### config.mk
export PLATFORM = sky130hd
export DESIGN_NAME = ntc_thermistor_temperature
export DESIGN_NICKNAME = d
export VERILOG_FILES = /design/src/ntc_pkg.sv /design/src/ntc_seq.sv /design/src/ntc_dp.sv /design/src/ntc_thermistor_temperature.sv
export SDC_FILE = /design/constraint.sdc
export NUM_CORES = 1
export LEC_CHECK = 0
export ABC_AREA = 1
export BUFFER_PORTS_ARGS = -buffer_cell sky130_fd_sc_hd__buf_2
export CORE_ASPECT_RATIO = 1.4
export CORE_UTILIZATION = 55
export DETAILED_ROUTE_END_ITERATION = 16
export PLACE_DENSITY = 0.72
export SLEW_MARGIN = 20
export SYNTH_ARGS = -nofsm -noshare
export SYNTH_HDL_FRONTEND = slang
export SYNTH_HIERARCHICAL = 1
export SYNTH_MEMORY_MAX_BITS = 65536
export SYNTH_SLANG_ARGS = --single-unit
### constraint.sdc
create_clock -name clk -period 9.1 [get_ports clk]
set_input_delay 1.82 -clock clk [delete_from_list [all_inputs] [get_ports clk]]
set_output_delay 1.82 -clock clk [all_outputs]
set_load 0.005 [all_outputs]
### src/ntc_pkg.sv
// shared widths, operation codes, resistance table and temperature helpers
package ntc_pkg;

	// field widths
	localparam int ADC_W      = 12;
	localparam int SER_W      = 20;
	localparam int SCALED_W   = 24;
	localparam int DIVIDEND_W = 36;
	localparam int DIVISOR_W  = 21;
	localparam int REM_W      = 22;
	localparam int RES_W      = 22;
	localparam int TEMP_W     = 17;
	localparam int FLAG_W     = 2;
	localparam int IDX_W      = 6;
	localparam int CNT_W      = 6;
	localparam int INTERP_W   = 33;

	// divider pass lengths
	localparam int DIV1_STEPS = 36;
	localparam int DIV2_STEPS = 12;

	localparam int ROM_SIZE = 39;

	localparam logic [RES_W-1:0]         RES_MAX     = 22'h3FFFFF;
	localparam logic signed [TEMP_W-1:0] TOP_TEMP_Q8 = 17'sd38400;

	// range flag codes
	localparam logic [FLAG_W-1:0] FLAG_IN   = 2'd0;
	localparam logic [FLAG_W-1:0] FLAG_HOT  = 2'd1;
	localparam logic [FLAG_W-1:0] FLAG_COLD = 2'd2;

	// datapath operation codes
	localparam int OP_W = 4;
	localparam logic [OP_W-1:0] OP_LOAD  = 4'd0;
	localparam logic [OP_W-1:0] OP_MUL   = 4'd1;
	localparam logic [OP_W-1:0] OP_DIV   = 4'd2;
	localparam logic [OP_W-1:0] OP_SAT   = 4'd3;
	localparam logic [OP_W-1:0] OP_SRCH  = 4'd4;
	localparam logic [OP_W-1:0] OP_CLASS = 4'd5;
	localparam logic [OP_W-1:0] OP_PREP  = 4'd6;
	localparam logic [OP_W-1:0] OP_FIN   = 4'd7;
	localparam logic [OP_W-1:0] OP_OUT   = 4'd8;
	localparam logic [OP_W-1:0] OP_FULL  = 4'd9;

	// sequencer to datapath control
	typedef struct packed {
		logic [OP_W-1:0] op;
		logic            in_ready;
		logic            in_accept;
		logic            out_load;
	} ctrl_t;

	// datapath to sequencer status
	typedef struct packed {
		logic adc_full;
		logic cnt_nz;
		logic srch_more;
		logic at_edge;
	} dp_stat_t;

	// thermistor resistance in tenths of an ohm, 150 C down to -40 C in 5 C steps
	function automatic logic [RES_W-1:0] ntc_rom(input logic [IDX_W-1:0] idx);
		logic [RES_W-1:0] r;
		unique case (idx)
			6'd0:    r = 22'd1861;
			6'd1:    r = 22'd2090;
			6'd2:    r = 22'd2354;
			6'd3:    r = 22'd2658;
			6'd4:    r = 22'd3010;
			6'd5:    r = 22'd3419;
			6'd6:    r = 22'd3896;
			6'd7:    r = 22'd4452;
			6'd8:    r = 22'd5106;
			6'd9:    r = 22'd5876;
			6'd10:   r = 22'd6786;
			6'd11:   r = 22'd7866;
			6'd12:   r = 22'd9154;
			6'd13:   r = 22'd10700;
			6'd14:   r = 22'd12550;
			6'd15:   r = 22'd14790;
			6'd16:   r = 22'd17520;
			6'd17:   r = 22'd20830;
			6'd18:   r = 22'd24880;
			6'd19:   r = 22'd29860;
			6'd20:   r = 22'd36020;
			6'd21:   r = 22'd43680;
			6'd22:   r = 22'd53260;
			6'd23:   r = 22'd65310;
			6'd24:   r = 22'd80570;
			6'd25:   r = 22'd100000;
			6'd26:   r = 22'd124920;
			6'd27:   r = 22'd157110;
			6'd28:   r = 22'd198990;
			6'd29:   r = 22'd253910;
			6'd30:   r = 22'd326500;
			6'd31:   r = 22'd423260;
			6'd32:   r = 22'd553260;
			6'd33:   r = 22'd729510;
			6'd34:   r = 22'd970720;
			6'd35:   r = 22'd1304100;
			6'd36:   r = 22'd1769600;
			6'd37:   r = 22'd2426600;
			6'd38:   r = 22'd3364500;
			default: r = '0;
		endcase
		return r;
	endfunction

	// temperature of a table entry in q8: 38400 - 1280 * idx
	function automatic logic signed [TEMP_W-1:0] temp_q8_at(input logic [IDX_W-1:0] idx);
		logic [TEMP_W-1:0] off;
		off = TEMP_W'({idx, 10'b0}) + TEMP_W'({idx, 8'b0});
		return TOP_TEMP_Q8 - $signed(off);
	endfunction

endpackage

### src/ntc_seq.sv
// microcode sequencer: step counter, program table and branch conditions
module ntc_seq import ntc_pkg::*; (
	input  logic     clk,
	input  logic     arst_n,
	input  logic     in_valid,
	input  logic     out_busy,
	input  dp_stat_t dp_stat,
	output ctrl_t    ctrl
);

	localparam int PC_W   = 4;
	localparam int COND_W = 3;

	// branch conditions
	localparam logic [COND_W-1:0] C_ALWAYS  = 3'd0;
	localparam logic [COND_W-1:0] C_NOIN    = 3'd1;
	localparam logic [COND_W-1:0] C_FULL    = 3'd2;
	localparam logic [COND_W-1:0] C_CNT     = 3'd3;
	localparam logic [COND_W-1:0] C_SRCH    = 3'd4;
	localparam logic [COND_W-1:0] C_EDGE    = 3'd5;
	localparam logic [COND_W-1:0] C_OUTBUSY = 3'd6;

	// program addresses
	localparam logic [PC_W-1:0] ST_IDLE  = 4'd0;
	localparam logic [PC_W-1:0] ST_MUL   = 4'd1;
	localparam logic [PC_W-1:0] ST_DIV1  = 4'd2;
	localparam logic [PC_W-1:0] ST_SAT   = 4'd3;
	localparam logic [PC_W-1:0] ST_SRCH  = 4'd4;
	localparam logic [PC_W-1:0] ST_CLASS = 4'd5;
	localparam logic [PC_W-1:0] ST_PREP  = 4'd6;
	localparam logic [PC_W-1:0] ST_DIV2  = 4'd7;
	localparam logic [PC_W-1:0] ST_FIN   = 4'd8;
	localparam logic [PC_W-1:0] ST_OUT   = 4'd9;
	localparam logic [PC_W-1:0] ST_FULL  = 4'd10;

	typedef struct packed {
		logic [OP_W-1:0]   op;
		logic [COND_W-1:0] cond;
		logic [PC_W-1:0]   jmp;
		logic [PC_W-1:0]   nxt;
	} ucode_t;

	// control store: taken branch goes to jmp, otherwise nxt
	function automatic ucode_t prog_word(input logic [PC_W-1:0] a);
		ucode_t w;
		unique case (a)
			ST_IDLE:  w = '{OP_LOAD,  C_NOIN,    ST_IDLE,  ST_MUL};
			ST_MUL:   w = '{OP_MUL,   C_FULL,    ST_FULL,  ST_DIV1};
			ST_DIV1:  w = '{OP_DIV,   C_CNT,     ST_DIV1,  ST_SAT};
			ST_SAT:   w = '{OP_SAT,   C_ALWAYS,  ST_SRCH,  ST_SRCH};
			ST_SRCH:  w = '{OP_SRCH,  C_SRCH,    ST_SRCH,  ST_CLASS};
			ST_CLASS: w = '{OP_CLASS, C_EDGE,    ST_OUT,   ST_PREP};
			ST_PREP:  w = '{OP_PREP,  C_ALWAYS,  ST_DIV2,  ST_DIV2};
			ST_DIV2:  w = '{OP_DIV,   C_CNT,     ST_DIV2,  ST_FIN};
			ST_FIN:   w = '{OP_FIN,   C_ALWAYS,  ST_OUT,   ST_OUT};
			ST_OUT:   w = '{OP_OUT,   C_OUTBUSY, ST_OUT,   ST_IDLE};
			ST_FULL:  w = '{OP_FULL,  C_ALWAYS,  ST_OUT,   ST_OUT};
			default:  w = '{OP_LOAD,  C_ALWAYS,  ST_IDLE,  ST_IDLE};
		endcase
		return w;
	endfunction

	logic [PC_W-1:0] pc_q;
	ucode_t          word;
	logic            take;

	assign word = prog_word(pc_q);

	// branch condition select
	always_comb begin
		unique case (word.cond)
			C_ALWAYS:  take = 1'b1;
			C_NOIN:    take = !in_valid;
			C_FULL:    take = dp_stat.adc_full;
			C_CNT:     take = dp_stat.cnt_nz;
			C_SRCH:    take = dp_stat.srch_more;
			C_EDGE:    take = dp_stat.at_edge;
			C_OUTBUSY: take = out_busy;
			default:   take = 1'b0;
		endcase
	end

	// step counter
	always_ff @(posedge clk or negedge arst_n) begin
		if (!arst_n) begin
			pc_q <= ST_IDLE;
		end else begin
			pc_q <= take ? word.jmp : word.nxt;
		end
	end

	// decoded strobes
	always_comb begin
		ctrl.op        = word.op;
		ctrl.in_ready  = (word.op == OP_LOAD);
		ctrl.in_accept = (word.op == OP_LOAD) && in_valid;
		ctrl.out_load  = (word.op == OP_OUT) && !out_busy;
	end

endmodule

### src/ntc_dp.sv
// datapath: multiplier, shared restoring divider, table search and interpolation
module ntc_dp import ntc_pkg::*; #(
	parameter int ADC_BITS      = 12,
	parameter int TABLE_ENTRIES = 39
) (
	input  logic                     clk,
	input  ctrl_t                    ctrl,
	input  logic [SER_W-1:0]         series_ohms,
	input  logic [ADC_W-1:0]         adc_sample,
	output dp_stat_t                 dp_stat,
	output logic signed [TEMP_W-1:0] temp_q8,
	output logic [RES_W-1:0]         resistance_tenths,
	output logic [FLAG_W-1:0]        range_flag
);

	localparam int SRCH_N = (TABLE_ENTRIES > ROM_SIZE) ? ROM_SIZE :
		((TABLE_ENTRIES < 2) ? 2 : TABLE_ENTRIES);
	localparam logic [IDX_W-1:0] N_IDX    = IDX_W'(SRCH_N);
	localparam logic [IDX_W-1:0] LAST_IDX = IDX_W'(SRCH_N - 1);
	localparam logic signed [TEMP_W-1:0] END_T = temp_q8_at(LAST_IDX);
	localparam int CMP_W = (ADC_BITS > ADC_W) ? ADC_BITS : ADC_W;
	localparam logic [CMP_W-1:0] FULL = CMP_W'((64'd1 << ADC_BITS) - 64'd1);

	logic [ADC_W-1:0]         adc_q;
	logic [DIVIDEND_W-1:0]    shreg_q;
	logic [REM_W-1:0]         rem_q;
	logic [DIVISOR_W-1:0]     div_q;
	logic [CNT_W-1:0]         cnt_q;
	logic [RES_W-1:0]         rsat_q;
	logic [IDX_W-1:0]         lo_q;
	logic [IDX_W-1:0]         hi_q;
	logic [RES_W-1:0]         diff_q;
	logic [RES_W-1:0]         den_q;
	logic signed [TEMP_W-1:0] base_q;
	logic signed [TEMP_W-1:0] temp_q;
	logic [FLAG_W-1:0]        flag_q;

	logic [SCALED_W-1:0]   s10;
	logic [DIVIDEND_W-1:0] prod;
	logic [CMP_W-1:0]      denom;
	logic [REM_W-1:0]      rem_sh;
	logic                  fits;
	logic [REM_W-1:0]      rem_nx;
	logic [RES_W-1:0]      q_sat;
	logic [IDX_W:0]        mid_sum;
	logic [IDX_W-1:0]      mid;
	logic [RES_W-1:0]      rom_mid;
	logic [RES_W-1:0]      rom_i;
	logic [RES_W-1:0]      rom_prev;
	logic [IDX_W-1:0]      prev_idx;
	logic [INTERP_W-1:0]   dividend2;

	// ten times the series resistor, then times the sample
	assign s10   = SCALED_W'({series_ohms, 3'b0}) + SCALED_W'({series_ohms, 1'b0});
	assign prod  = DIVIDEND_W'(s10) * DIVIDEND_W'(adc_q);
	assign denom = FULL - CMP_W'(adc_q);

	// one restoring divide step, quotient bit shifts into the low end
	assign rem_sh = {rem_q[REM_W-2:0], shreg_q[DIVIDEND_W-1]};
	assign fits   = (rem_sh >= {1'b0, div_q});
	assign rem_nx = fits ? (rem_sh - {1'b0, div_q}) : rem_sh;

	// saturate the resistance quotient
	assign q_sat = (|shreg_q[DIVIDEND_W-1:RES_W]) ? RES_MAX : shreg_q[RES_W-1:0];

	// binary search probe
	assign mid_sum = {1'b0, lo_q} + {1'b0, hi_q};
	assign mid     = mid_sum[IDX_W:1];
	assign rom_mid = ntc_rom(mid);

	// bracketing entries
	assign prev_idx = lo_q - 1'b1;
	assign rom_i    = ntc_rom(lo_q);
	assign rom_prev = ntc_rom(prev_idx);

	// 2*1280*(r - lo) + den, rounding numerator of the interpolation
	assign dividend2 = INTERP_W'({diff_q, 11'b0}) + INTERP_W'({diff_q, 9'b0}) +
		INTERP_W'(den_q);

	// datapath registers per operation
	always_ff @(posedge clk) begin
		if (ctrl.in_accept) begin
			adc_q <= adc_sample;
		end
		unique case (ctrl.op)
			OP_MUL: begin
				shreg_q <= prod;
				rem_q   <= '0;
				div_q   <= DIVISOR_W'(denom);
				cnt_q   <= CNT_W'(DIV1_STEPS - 1);
			end
			OP_DIV: begin
				rem_q   <= rem_nx;
				shreg_q <= {shreg_q[DIVIDEND_W-2:0], fits};
				if (cnt_q != '0) begin
					cnt_q <= cnt_q - 1'b1;
				end
			end
			OP_SAT: begin
				rsat_q <= q_sat;
				lo_q   <= '0;
				hi_q   <= N_IDX;
			end
			OP_SRCH: begin
				if (lo_q < hi_q) begin
					if (rom_mid < rsat_q) begin
						lo_q <= mid + 1'b1;
					end else begin
						hi_q <= mid;
					end
				end
			end
			OP_CLASS: begin
				if (lo_q == N_IDX) begin
					temp_q <= END_T;
					flag_q <= FLAG_COLD;
				end else if (lo_q == '0) begin
					temp_q <= TOP_TEMP_Q8;
					flag_q <= (rsat_q == rom_i) ? FLAG_IN : FLAG_HOT;
				end else begin
					diff_q <= rsat_q - rom_prev;
					den_q  <= rom_i - rom_prev;
					base_q <= temp_q8_at(prev_idx);
				end
			end
			OP_PREP: begin
				// upper bits go straight to the remainder, quotient fits in twelve bits
				rem_q   <= REM_W'(dividend2[INTERP_W-1:DIV2_STEPS]);
				shreg_q <= {dividend2[DIV2_STEPS-1:0], {(DIVIDEND_W-DIV2_STEPS){1'b0}}};
				div_q   <= DIVISOR_W'({den_q, 1'b0});
				cnt_q   <= CNT_W'(DIV2_STEPS - 1);
			end
			OP_FIN: begin
				temp_q <= base_q - $signed(TEMP_W'(shreg_q[DIV2_STEPS-1:0]));
				flag_q <= FLAG_IN;
			end
			OP_FULL: begin
				rsat_q <= RES_MAX;
				temp_q <= END_T;
				flag_q <= FLAG_COLD;
			end
			default: begin
			end
		endcase
	end

	// status toward the sequencer
	always_comb begin
		dp_stat.adc_full  = (CMP_W'(adc_q) >= FULL);
		dp_stat.cnt_nz    = (cnt_q != '0);
		dp_stat.srch_more = (lo_q < hi_q);
		dp_stat.at_edge   = (lo_q == N_IDX) || (lo_q == '0);
	end

	assign temp_q8           = temp_q;
	assign resistance_tenths = rsat_q;
	assign range_flag        = flag_q;

endmodule

### src/ntc_thermistor_temperature.sv
// Sequence: after a sample is accepted, a 36-step resistance pass and a 12-step interpolation
//   pass of the shared restoring divider, with a binary search between them, give an interpolated
//   result; off-table samples skip the interpolation pass, and a full-scale sample skips the divider.
// Flow: one sample at a time; the next request is taken while a result waits, and a stalled
//   result holds the sequencer in its output step.
// Reset: arst_n returns the step counter to idle, clears output valid and sets series_ohms to 10000.
module ntc_thermistor_temperature import ntc_pkg::*; #(
	parameter int ADC_BITS      = 12,
	parameter int TABLE_ENTRIES = 39
) (
	input  logic             clk,
	input  logic             arst_n,
	input  logic             cfg_we,
	input  logic [SER_W-1:0] cfg_wdata,     // series_ohms
	input  logic             s_axis_tvalid,
	output logic             s_axis_tready,
	input  logic [15:0]      s_axis_tdata,  // [11:0] adc_sample
	output logic             m_axis_tvalid,
	input  logic             m_axis_tready,
	output logic [39:0]      m_axis_tdata,  // [16:0] temp_q8, [38:17] resistance_tenths
	output logic [1:0]       m_axis_tuser   // [1:0] range_flag
);

	logic [SER_W-1:0]         series_q;
	logic                     m_valid_q;
	logic signed [TEMP_W-1:0] m_temp_q;
	logic [RES_W-1:0]         m_res_q;
	logic [FLAG_W-1:0]        m_flag_q;

	ctrl_t                    ctrl;
	dp_stat_t                 dp_stat;
	logic                     out_busy;
	logic signed [TEMP_W-1:0] dp_temp;
	logic [RES_W-1:0]         dp_res;
	logic [FLAG_W-1:0]        dp_flag;

	// series resistor register
	always_ff @(posedge clk or negedge arst_n) begin
		if (!arst_n) begin
			series_q <= SER_W'(10000);
		end else if (cfg_we) begin
			series_q <= cfg_wdata;
		end
	end

	assign out_busy = m_valid_q && !m_axis_tready;

	ntc_seq u_seq (
		.clk      (clk),
		.arst_n   (arst_n),
		.in_valid (s_axis_tvalid),
		.out_busy (out_busy),
		.dp_stat  (dp_stat),
		.ctrl     (ctrl)
	);

	ntc_dp #(
		.ADC_BITS      (ADC_BITS),
		.TABLE_ENTRIES (TABLE_ENTRIES)
	) u_dp (
		.clk               (clk),
		.ctrl              (ctrl),
		.series_ohms       (series_q),
		.adc_sample        (s_axis_tdata[ADC_W-1:0]),
		.dp_stat           (dp_stat),
		.temp_q8           (dp_temp),
		.resistance_tenths (dp_res),
		.range_flag        (dp_flag)
	);

	// output register valid
	always_ff @(posedge clk or negedge arst_n) begin
		if (!arst_n) begin
			m_valid_q <= 1'b0;
		end else if (ctrl.out_load) begin
			m_valid_q <= 1'b1;
		end else if (m_axis_tready) begin
			m_valid_q <= 1'b0;
		end
	end

	// output register payload
	always_ff @(posedge clk) begin
		if (ctrl.out_load) begin
			m_temp_q <= dp_temp;
			m_res_q  <= dp_res;
			m_flag_q <= dp_flag;
		end
	end

	assign s_axis_tready = ctrl.in_ready;
	assign m_axis_tvalid = m_valid_q;
	assign m_axis_tdata  = {1'b0, m_res_q, m_temp_q};
	assign m_axis_tuser  = m_flag_q;

endmodule

==> impl_metrics.tcl <==
set metrics [dict create \
    status "finished, final reports clean" \
    dr.pass1.iters 8 \
    io_buffers 79 \
    setup_ws_ps 994 \
    cpPeakStageDelay_ps 560 \
    gr-usage-met2_pct 55.4 \
    maxCapViolations 0 \
    setup_viol 0 \
    cts_tree "done" \
    place_inst 4149 \
    worstSetupPathType "register to register" \
    synth_top_area_cell "edfxtp_1" \
    yosys.area.top_type_share_pct 25.3 \
    dp_hpwl_um 61600 \
    synth_edf_count 243 \
    clk_latency_ps 580 \
    die_h_um 273 \
    clk_pin_slew_ps 60 \
    startpoint_type "register" \
    diodes 0 \
    drc_errors 0 \
    worstSetupEndpointType "register" \
    via_per_inst 5.72 \
    coreArea_um2 51400 \
    reg2reg_depth 37 \
    wirelength_um 78900 \
    async_reset_ff_share_pct 8.62 \
    start_util_pct 56.1 \
    cp_data_required_time_ps 9390 \
    antenna_left 0 \
    fillerInstances 4576 \
    antenna_found_initial 0 \
    cts.repair.resized 0 \
    htreeDepth 2 \
    vias 24107 \
    syn_area_um2 28800 \
    avgSynthCellArea_um2 8.29 \
    hold_viol 0 \
    wl_per_cell_um 18.7 \
    ys.flop_type "edfxtp_1" \
    hold_path.class "register to register" \
    cp.arrival_ps 8400 \
    yosysUniqueCellTypes 65 \
    synth_most_common_cell "nand2_1" \
    met1_usage_pct 33.4 \
    dp_slack_ps 1030 \
    rows 98 \
    rsz0062_at_grt "false" \
    place_congestion 0.985 \
    ys_seq_area_share_pct 29.1 \
    grt.met3_usage_pct 3.68 \
    slowest_stage "fa_1" \
    slew_headroom_pct 27.2 \
    netlist_instances 3477 \
    grt_pass1_wl_um 126000 \
    skew_ps 29.0 \
    period_minus_slack_ps 8110 \
    tns_ps 0 \
    fp.dieW_um 195 \
    overflow 0 \
    drive_gt1_share_pct 7.86 \
    busiest_layer "met2" \
    cp_max_fo 7 \
    finalNonFillerCells 4211 \
    area_delta_synth_final_pct 7.74 \
    top_level_ports 85 \
    synth-warning-count 6 \
    post-route-util_pct 60.4 \
    cts_hold_buf 0 \
    worst_pin_slew_ps 1090 \
    synth_area_leaders "edfxtp_1 25%, fa_1 16%, ha_1 12%" \
    final_nets 4068 \
    dr.first_iter.drc_count 1626 \
    die-area_um2 53300 \
    clockBufferDepth 3 \
    cts_inserted_buffers 34 \
    grt_pass1_vias 24424 \
    grt_max_degree 48 \
    clock_sinks 290 \
    grt_use_total_pct 30.3 \
    cts-root-buf "clkbuf_16" \
    min_path_cells 0 \
    cpMostUsedCell "nand2_1" \
    r2r_slack_ps 990 \
    yosys_register_bits 290 \
    final.period_utilization_pct 89.1 \
    synth_common_cells "773 x nand2_1, 543 x inv_1, 265 x ha_1, 249 x nor2_1, 243 x edfxtp_1" \
    fmax_mhz 123 \
    drv_slew 0 \
    syn-num-nets 4010 \
    cts_setup_buffers 0 \
]
## cell usage in the layout, fill, tap and decap left out, drive strengths merged, types with 7 or more instances in the layout
cell / count
a21oi: 222
dfrtp: 20
clkbuf: 45
inv: 559
edfxtp: 243
nand4: 25
buf: 116
nor2: 260
o221ai: 7
a21o: 8
o31ai: 8
o211ai: 25
nor4: 14
o21a: 8
or2: 29
dfxtp: 22
nand2: 802
fa: 227
xnor2: 37
ha: 265
clkinv: 14
o21ai: 216
a31oi: 16
xor2: 77
nor3: 33
nand3: 176
o22ai: 17
## cell type report
cell class                      instances  area (um^2)  share of cell area [%]
Timing Repair Buffer                  116          673                    2.17
Clock buffer                           45          922                    2.97
Clock inverter                         17          239                   0.770
Tap cell                              650          813                    2.62
Sequential cell                       290         8370                    27.0
Multi-Input combinational cell       2531        17900                    57.7
Inverter                              562         2110                    6.80
## sequential cells by signal (all words and copies together) (netlist names), 9 cells and up
name and flops:
u_dp/resistance_tenths 22, u_dp/rom_i 22, m_res_q 22, series_q 20
u_dp/den_q 22, u_dp/shreg_q 36, u_dp/diff_q 22, m_temp_q 17
u_dp/rem_q 21, u_dp/div_q 21, u_dp/temp_q8 17, u_dp/adc_q 12
u_dp/base_q 9
## critical path, delay by kind of cell, from the launching register on
kind	cells	cell delay, ps
buf+inv	5	490
compound gates	8	1570
flops	1	410
simple gates	17	2110
fa+ha+maj	7	3230
## per-layer routing
layer | up-vias | routed length [um]
met5 | - | 0
met1 | 11458 | 29400
li1 | 11501 | -
met3 | 280 | 4140
met4 | 0 | 5430
met2 | 868 | 39900
## worst paths after layout
kind	endpoint	start
max	u_dp/shreg_q[34]	series_q[6]
min	m_temp_q[16]	u_dp/temp_q8[16]
max reg2reg	u_dp/shreg_q[34]	series_q[6]
min reg2reg	m_temp_q[16]	u_dp/temp_q8[16]
max in group asynchronous	series_q[19]	arst_n
min in group asynchronous	m_axis_tvalid	arst_n
## cells by family (layout without fill, tap and decap cells)
group	after synthesis	count (layout)	synth area share, %
fa+ha+maj	492	492	27.3
flops	290	290	29.1
buf+inv	656	740	8.87
simple gates	1351	1351	20.0
compound gates	573	573	11.3
other cells	1	1	0.0130
xor+xnor	114	114	3.47
## metrics by stage
step / cell area, um^2 / hold slack [ps]
4_1_cts: 31000 / 414
6_report: 31000 / 414
3_5_place_dp: 29900 / 405
2_1_floorplan: 28800 / 400
5_1_grt: 31000 / 422
3_3_place_gp: 29900 / 401
Power is left out: the tool's default activity adds up to more than one toggle a clock period on the data nets, which glitch-free logic cannot reach.
